$ cat config.mk
export PLATFORM = sky130hd
export DESIGN_NAME = fir_same_size_edge_modes
export DESIGN_NICKNAME = d
export VERILOG_FILES = /design/src/sv/fsse_pkg.sv /design/src/sv/fir_same_size_edge_modes.sv
export SDC_FILE = /design/constraint.sdc
export NUM_CORES = 2
export LEC_CHECK = 0
export ABC_AREA = 1
export BUFFER_PORTS_ARGS = -buffer_cell sky130_fd_sc_hd__buf_2
export CAP_MARGIN = 20
export CORE_UTILIZATION = 45
export CTS_CLUSTER_SIZE = 25
export DETAILED_ROUTE_END_ITERATION = 12
export SYNTH_ARGS = -nofsm -noshare
export SYNTH_HDL_FRONTEND = slang
export SYNTH_SLANG_ARGS = --single-unit
$ cat constraint.sdc
create_clock -name clk -period 8.3 [get_ports clk]
set_clock_uncertainty 0.2 [all_clocks]
set_input_delay 0.415 -clock clk [delete_from_list [all_inputs] [get_ports clk]]
set_output_delay 0.415 -clock clk [all_outputs]
set_load 0.05 [all_outputs]
$ cat src/sv/fsse_pkg.sv
// Shared constants for the centered same-size FIR filter.
// Register map codes, fixed field widths and bus widths; no dependencies.
`default_nettype none

package fsse_pkg;

  // Coefficient registers and fixed field widths
  localparam int NCOEF       = 5;
  localparam int COEFF_W     = 16;
  localparam int OUT_W       = 35;
  localparam int OUT_TDATA_W = 40;

  // Configuration port
  localparam int APB_AW = 5;
  localparam int APB_DW = 32;
  localparam int REG_IW = 3;

  // Register indexes (byte address = 4 * index)
  localparam logic [REG_IW-1:0] REG_COEFF_0   = 3'd0;
  localparam logic [REG_IW-1:0] REG_COEFF_1   = 3'd1;
  localparam logic [REG_IW-1:0] REG_COEFF_2   = 3'd2;
  localparam logic [REG_IW-1:0] REG_COEFF_3   = 3'd3;
  localparam logic [REG_IW-1:0] REG_COEFF_4   = 3'd4;
  localparam logic [REG_IW-1:0] REG_EDGE_MODE = 3'd5;

  // Reset value of the center coefficient: 1.0 in Q1.14
  localparam logic signed [COEFF_W-1:0] COEFF_UNITY = 16'sd16384;

endpackage

`default_nettype wire

$ cat src/sv/fir_same_size_edge_modes.sv
// Top level of the centered same-size FIR filter with zero or replicate edges.
// Depends on fsse_pkg for register codes and fixed widths.
`default_nettype none

// Centered FIR filter, same-size output. Each accepted sample word is
// filtered against the previous samples of its stream; result y[i] leaves
// once sample i+TAPS/2 has arrived, so results lag the input by TAPS/2
// samples. The word marked with s_tlast ends the stream: it yields every
// result still owed (TAPS/2 + 1 of them, fewer for a short stream) and the
// last of those carries m_tlast. Outside the stream, samples read as zero,
// or as the first/last sample when edge_replicate is set. Only the first
// five taps have coefficients (coeff_0..coeff_4, Q1.14); further taps count
// as zero. filtered is the exact sum of products, scaled by 2^14, kept to
// its low 35 bits. Rate: one sample word per clock while the stream runs
// and m_tready does not hold the output; a last word holds s_tready low
// while the work register walks the window, one step per emitted or
// skipped result, and the next word is taken on the last step. Results
// pass the work, product and output registers (the sum is combinational);
// a result waits in the output register while the earlier ones stall once
// full. The user must write configuration through the APB-style port
// at byte address 4*index only while the block is idle; not enforced here.
module fir_same_size_edge_modes #(
  parameter int TAPS         = 5,
  parameter int SAMPLE_WIDTH = 16
) (
  input  wire logic                                      clk,
  input  wire logic                                      rst,
  // Input stream: tdata = sample [SAMPLE_WIDTH-1:0], zero padded to bytes
  input  wire logic                                      s_tvalid,
  output logic                                           s_tready,
  input  wire logic [((SAMPLE_WIDTH+7)/8)*8-1:0]         s_tdata,
  input  wire logic                                      s_tlast,   // final_sample
  // Result stream: tdata = filtered [34:0], zeros [39:35]
  output logic                                           m_tvalid,
  input  wire logic                                      m_tready,
  output logic [fsse_pkg::OUT_TDATA_W-1:0]               m_tdata,
  output logic                                           m_tlast,   // final_result
  // Configuration port
  input  wire logic                                      psel,
  input  wire logic                                      penable,
  input  wire logic                                      pwrite,
  input  wire logic [fsse_pkg::APB_AW-1:0]               paddr,
  input  wire logic [fsse_pkg::APB_DW-1:0]               pwdata,
  output logic [fsse_pkg::APB_DW-1:0]                    prdata,
  output logic                                           pready
);

  import fsse_pkg::*;

  localparam int HALF   = TAPS / 2;
  localparam int WDEPTH = 2 * HALF;
  localparam int WALLOC = (WDEPTH > 0) ? WDEPTH : 1;
  localparam int LINE_N = WDEPTH + 1;
  localparam int NMUL   = (TAPS < NCOEF) ? TAPS : NCOEF;
  localparam int NVW    = (WDEPTH > 0) ? $clog2(WDEPTH + 1) : 1;
  localparam int DCW    = (HALF > 0) ? $clog2(HALF + 1) : 1;
  localparam int PW     = SAMPLE_WIDTH + COEFF_W;
  localparam int ACCW   = (PW + 3 > OUT_W) ? PW + 3 : OUT_W;

  typedef logic signed [SAMPLE_WIDTH-1:0] sample_t;
  typedef logic signed [COEFF_W-1:0]      coeff_t;
  typedef logic signed [PW-1:0]           prod_t;
  typedef logic signed [ACCW-1:0]         acc_t;

  // ---------------------------------------------------------------------
  // Configuration registers
  // ---------------------------------------------------------------------
  coeff_t              coeff [NCOEF];
  logic                edge_replicate;
  logic [REG_IW-1:0]   reg_index;
  logic                cfg_write;

  assign pready    = 1'b1;
  assign reg_index = paddr[APB_AW-1:2];
  assign cfg_write = psel & penable & pwrite & pready;

  always_ff @(posedge clk) begin
    if (rst) begin
      for (int k = 0; k < NCOEF; k++) begin
        coeff[k] <= (k == int'(REG_COEFF_2)) ? COEFF_UNITY : '0;
      end
      edge_replicate <= 1'b0;
    end else if (cfg_write) begin
      case (reg_index)
        REG_COEFF_0:   coeff[int'(REG_COEFF_0)] <= pwdata[COEFF_W-1:0];
        REG_COEFF_1:   coeff[int'(REG_COEFF_1)] <= pwdata[COEFF_W-1:0];
        REG_COEFF_2:   coeff[int'(REG_COEFF_2)] <= pwdata[COEFF_W-1:0];
        REG_COEFF_3:   coeff[int'(REG_COEFF_3)] <= pwdata[COEFF_W-1:0];
        REG_COEFF_4:   coeff[int'(REG_COEFF_4)] <= pwdata[COEFF_W-1:0];
        REG_EDGE_MODE: edge_replicate <= pwdata[0];
        default: ;  // drop writes beyond the register list
      endcase
    end
  end

  always_comb begin
    case (reg_index)
      REG_COEFF_0:   prdata = {{(APB_DW-COEFF_W){1'b0}}, coeff[int'(REG_COEFF_0)]};
      REG_COEFF_1:   prdata = {{(APB_DW-COEFF_W){1'b0}}, coeff[int'(REG_COEFF_1)]};
      REG_COEFF_2:   prdata = {{(APB_DW-COEFF_W){1'b0}}, coeff[int'(REG_COEFF_2)]};
      REG_COEFF_3:   prdata = {{(APB_DW-COEFF_W){1'b0}}, coeff[int'(REG_COEFF_3)]};
      REG_COEFF_4:   prdata = {{(APB_DW-COEFF_W){1'b0}}, coeff[int'(REG_COEFF_4)]};
      REG_EDGE_MODE: prdata = {{(APB_DW-1){1'b0}}, edge_replicate};
      default:       prdata = '0;
    endcase
  end

  // ---------------------------------------------------------------------
  // Pipeline flow control
  // ---------------------------------------------------------------------
  logic o_valid, p_valid, w_valid;
  logic o_free, p_free;
  logic w_emit, w_done, w_step;
  logic s_accept;
  logic w_fin;
  logic [DCW-1:0] w_dc;
  logic [NVW-1:0] w_nv;

  assign o_free   = !o_valid || m_tready;
  assign p_free   = !p_valid || o_free;
  // A final word walks dc from HALF to 0; steps beyond the valid window
  // of a short stream are skipped without a result.
  assign w_emit   = !w_fin || (int'(w_dc) <= int'(w_nv));
  assign w_done   = !w_fin || (w_dc == '0);
  assign w_step   = w_valid && (p_free || !w_emit);
  assign s_tready = !w_valid || (w_step && w_done);
  assign s_accept = s_tvalid && s_tready;

  // ---------------------------------------------------------------------
  // Stream state: window of previous samples, most recent first
  // ---------------------------------------------------------------------
  sample_t        win [WALLOC];
  logic [NVW-1:0] nvalid;       // valid entries, always a prefix of win
  logic           have_first;
  sample_t        first_value;

  sample_t        cur;
  sample_t        firstv;
  sample_t        pad_end;
  sample_t        pad_start;
  sample_t        line_load [LINE_N];
  logic           load_w;

  assign cur       = s_tdata[SAMPLE_WIDTH-1:0];
  assign firstv    = have_first ? first_value : cur;
  assign pad_end   = edge_replicate ? cur : '0;
  assign pad_start = edge_replicate ? firstv : '0;
  // A non-final word produces a result only once HALF samples sit in the window
  assign load_w    = s_tlast || (HALF == 0) || (int'(nvalid) >= HALF);

  // Resolved operands for dc = HALF: entry p is the sample p steps back
  always_comb begin
    line_load[0] = cur;
    for (int p = 1; p < LINE_N; p++) begin
      line_load[p] = (p <= int'(nvalid)) ? win[p-1] : pad_start;
    end
  end

  always_ff @(posedge clk) begin
    if (rst) begin
      nvalid     <= '0;
      have_first <= 1'b0;
    end else if (s_accept) begin
      if (s_tlast) begin
        // clear the stream for the next one
        nvalid     <= '0;
        have_first <= 1'b0;
      end else begin
        if (nvalid != NVW'(WDEPTH)) begin
          nvalid <= nvalid + 1'b1;
        end
        have_first <= 1'b1;
      end
    end
  end

  always_ff @(posedge clk) begin
    if (s_accept && !s_tlast) begin
      for (int k = WALLOC - 1; k > 0; k--) begin
        win[k] <= win[k-1];
      end
      win[0]      <= cur;
      first_value <= firstv;
    end
  end

  // ---------------------------------------------------------------------
  // Work register: operand line for the result at distance dc
  // ---------------------------------------------------------------------
  sample_t line [LINE_N];
  sample_t w_pad;

  always_ff @(posedge clk) begin
    if (rst) begin
      w_valid <= 1'b0;
    end else if (s_accept && load_w) begin
      w_valid <= 1'b1;
    end else if (w_step && w_done) begin
      w_valid <= 1'b0;
    end
  end

  always_ff @(posedge clk) begin
    if (s_accept && load_w) begin
      for (int p = 0; p < LINE_N; p++) begin
        line[p] <= line_load[p];
      end
      w_fin <= s_tlast;
      w_dc  <= DCW'(HALF);
      w_nv  <= nvalid;
      w_pad <= pad_end;
    end else if (w_step && !w_done) begin
      // advance the center one sample toward the end of the stream
      for (int p = LINE_N - 1; p > 0; p--) begin
        line[p] <= line[p-1];
      end
      line[0] <= w_pad;
      w_dc    <= w_dc - 1'b1;
    end
  end

  // ---------------------------------------------------------------------
  // Product register: one multiplier per coefficient tap
  // ---------------------------------------------------------------------
  prod_t p_prod [NMUL];
  logic  p_last;

  always_ff @(posedge clk) begin
    if (rst) begin
      p_valid <= 1'b0;
    end else if (p_free) begin
      p_valid <= w_step && w_emit;
    end
  end

  always_ff @(posedge clk) begin
    if (w_step && w_emit) begin
      for (int j = 0; j < NMUL; j++) begin
        p_prod[j] <= PW'(line[WDEPTH-j]) * PW'(coeff[j]);
      end
      p_last <= w_fin && (w_dc == '0);
    end
  end

  // ---------------------------------------------------------------------
  // Sum and output register
  // ---------------------------------------------------------------------
  acc_t            acc;
  logic [OUT_W-1:0] o_filtered;
  logic            o_last;

  always_comb begin
    acc = '0;
    for (int j = 0; j < NMUL; j++) begin
      acc = acc + ACCW'(p_prod[j]);
    end
  end

  always_ff @(posedge clk) begin
    if (rst) begin
      o_valid <= 1'b0;
    end else if (o_free) begin
      o_valid <= p_valid;
    end
  end

  always_ff @(posedge clk) begin
    if (o_free && p_valid) begin
      o_filtered <= acc[OUT_W-1:0];  // keep the low bits of the exact sum
      o_last     <= p_last;
    end
  end

  assign m_tvalid = o_valid;
  assign m_tdata  = {{(OUT_TDATA_W-OUT_W){1'b0}}, o_filtered};
  assign m_tlast  = o_last;

endmodule

`default_nettype wire
==> results.cfg <==
[worst_setup_path]
crit_path_max_incr_delay_ns = 1.08
worstPathCellList = nand2_1 -> fa_1 -> inv_1 -> fa_1 -> inv_1 -> fa_1 -> inv_1 -> fa_1 -> fa_1 -> inv_1 -> fa_1 -> inv_1 -> ha_1 -> nand2_1 -> o21ai_0 -> nand2_1 -> nand2_1 -> inv_1 -> nand3_1 -> nor2_1 -> nor2_1
crit_type = register to register
r2r_end = p_prod[0][148]$_DFFE_PP_
reg2reg_depth = 21
startpoint_type = register
worstPathRequired_ns = 8.50
cp_top_family = adder cells
rrSetupSlack_ns = 1.43
critPathCapture = p_prod[0][148]$_DFFE_PP_
crit_cells = 21
path_max_fanout = 17
critical_path_buf_inv_count = 6
worstPathArrival_ns = 7.06
endpoint_kind = register
crit_slowest_cell = edfxtp_1
r2r_start = coeff[0][73]$_DFFE_PP_
cp-startpoint = coeff[0][73]$_DFFE_PP_

[worst_hold_path]
hold_path.class = input pin to register

[sta]
setup_viol = 0
fin_crit_sh_pct = 82.7
tns_ns = 0
drv_slew = 0
rsz0062_at_grt = no
period_needed_ns = 6.87
hold_viol = 0
final.setup.worst_slack_ns = 1.43
max_slew_margin_pct = 19.1
max_freq_mhz = 146
worst_pin_slew_ns = 1.20

[global_route]
globalRouteOverflowTotal = 0
grt_antenna_before_repair = 21
grt_pass1_vias = 56845
grt_pass1_wl_um = 344000
grt_max_degree = 94
track_usage_pct = 27.3

[clocking]
root_buffer = clkbuf_16
cts_buffers = 53
clockBufferDepth = 3
insertion_delay_ns = 0.69
clkSinkCount = 467
cts_tree = built
cts_htree_levels = 2
post_cts_buffers = 0
clk_pin_slew_ns = 0.07

[cells_and_area]
nets = 10628
drive_above_1_share_pct = 3.05
area_growth_pct = 5.67
fin_util_pct = 47.8
post-route-cell-area_sq_um = 78800

[logic_synthesis]
seq_area_frac_synth_pct = 18.7
synth_ff_type = edfxtp_1
synth_area_leaders = fa_1, edfxtp_1, inv_1, nand2_1, ha_1
synth_top_area_share_pct = 37.8
post-synth-top-count-cell = inv_1
ys_ff_latch = 467
synth_cells = 8823
yosys.area.top_type = fa_1
avgSynthCellArea_sq_um = 8.45
ys_warn_count = 0
synth_area_sq_um = 74600
synth_cell_types = 46
synth_edf_count = 457
async_reset_ff_share_pct = 0
synthTopCellsByCount = inv_1, nand2_1, fa_1

[floorplan]
rows = 149
dieArea_sq_um = 167000
core_region_area_sq_um = 165000
die_h_um = 409
die_w_um = 409
initial_utilization_pct = 45.2
boundaryPins = 137

[placement]
pre_cts_ws_ns = 1.43
place_congestion = 0.934
dp_hpwl_um = 187000
post_dp_cell_area_sq_um = 76800
placement.io_buffers = 96

[detailed_routing]
drt_iter0_drc = 4946
num_vias = 55686
drt_pre_antenna_iters = 6
drt_wl_total_um = 226000
wire_per_inst_um = 20.7
viasPerCell = 5.09
ant_nets = 0
drc = 0

[flow_run]
drv_cap = 0

[status]
status = complete, no violations
kinds of logic (layout without fill, tap and decap cells):
group | count (synthesis) | in the layout | share of synthesized area [%]
AOI/OAI and AO/OA | 510 | 510 | 3.83
xor gates and xnor gates | 128 | 128 | 1.50
adders and majority gates | 1859 | 1859 | 45.4
buffers and inverters | 2817 | 2722 | 14.4
DFF | 467 | 467 | 18.7
other | 2 | 27 | 0.0101
and+or+nand+nor | 3040 | 3040 | 16.2
layout make-up:
type	instances	area [sq um]
clock inverter	31	268
timing repair buffer	188	1280
clock buffer	64	1370
fill	15963	86000
tap	2189	2740
inverter	2439	9160
antenna	5	12.5
sequential	467	13900
multi-input combinational	5559	50000
state kept, by name, indices dropped and copies added, names as in the netlist, 2 cells and up:
signal / flops
w_dc: 2
p_prod: 160
line: 80
w_nv: 3
coeff: 80
o_filtered: 35
nvalid: 3
win: 64
w_pad: 16
first_value: 16
how the worst min path moves through the flow:
stage,startpoint,end,slack (ns),cells after the start
6_report,pwdata[11],coeff[0][75]$_DFFE_PP_,0.04,3
3_5_place_dp,p_last$_DFFE_PP_,m_tlast$_DFFE_PP_,0.21,0
5_1_grt,pwdata[11],coeff[0][75]$_DFFE_PP_,0.02,3
4_1_cts,pwdata[11],coeff[0][75]$_DFFE_PP_,0.0005,3
2_1_floorplan,p_last$_DFFE_PP_,m_tlast$_DFFE_PP_,0.20,0
3_3_place_gp,p_last$_DFFE_PP_,m_tlast$_DFFE_PP_,0.21,0
cells in the final DEF, fill, tap and decap left out, types with 11 or more instances in the layout:
cell,n
nand4_1,75
nand3_1,214
a31oi_1,25
clkinv_1,12
o21ai_0,136
inv_1,2431
nor3_1,40
o21bai_1,21
o21a_1,21
nand2_1,2279
a22oi_1,16
clkbuf_16,53
a21oi_1,231
xor2_1,96
xnor2_1,32
o211ai_1,22
buf_2,96
clkbuf_1,11
nand3b_1,13
buf_4,59
ha_1,451
conb_1,22
a21o_1,12
nor2_1,383
dlygate4sd3_1,31
edfxtp_1,457
fa_1,1408
metal layers:
layer,vias to the layer above,GRT usage (%),wire (um)
met5,-,0,80
met3,306,5.09,19300
met1,27731,38.8,99200
met4,12,7.79,7000
met2,2143,42.5,101000
li1,25494,-,-
worst min-delay path: stages:
cell     delay [ns]
buf_2          0.10
nand2_2        0.05
inv_1          0.14
repair_timing:
action                    CTS  global route
hold buffers               31             0
hold endpoints to repair   96             0
resized for setup           0             0
metrics by stage:
stage          cells  hold WS, ns
6_report       10942       0.0356
5_1_grt        10937       0.0203
4_1_cts        10935     0.000502
3_5_place_dp   10809        0.207
3_3_place_gp   10809        0.212
2_1_floorplan   8843        0.200
Power is not shown: default switching activity piles up to over one toggle a cycle in this logic, so the estimate is an artifact.
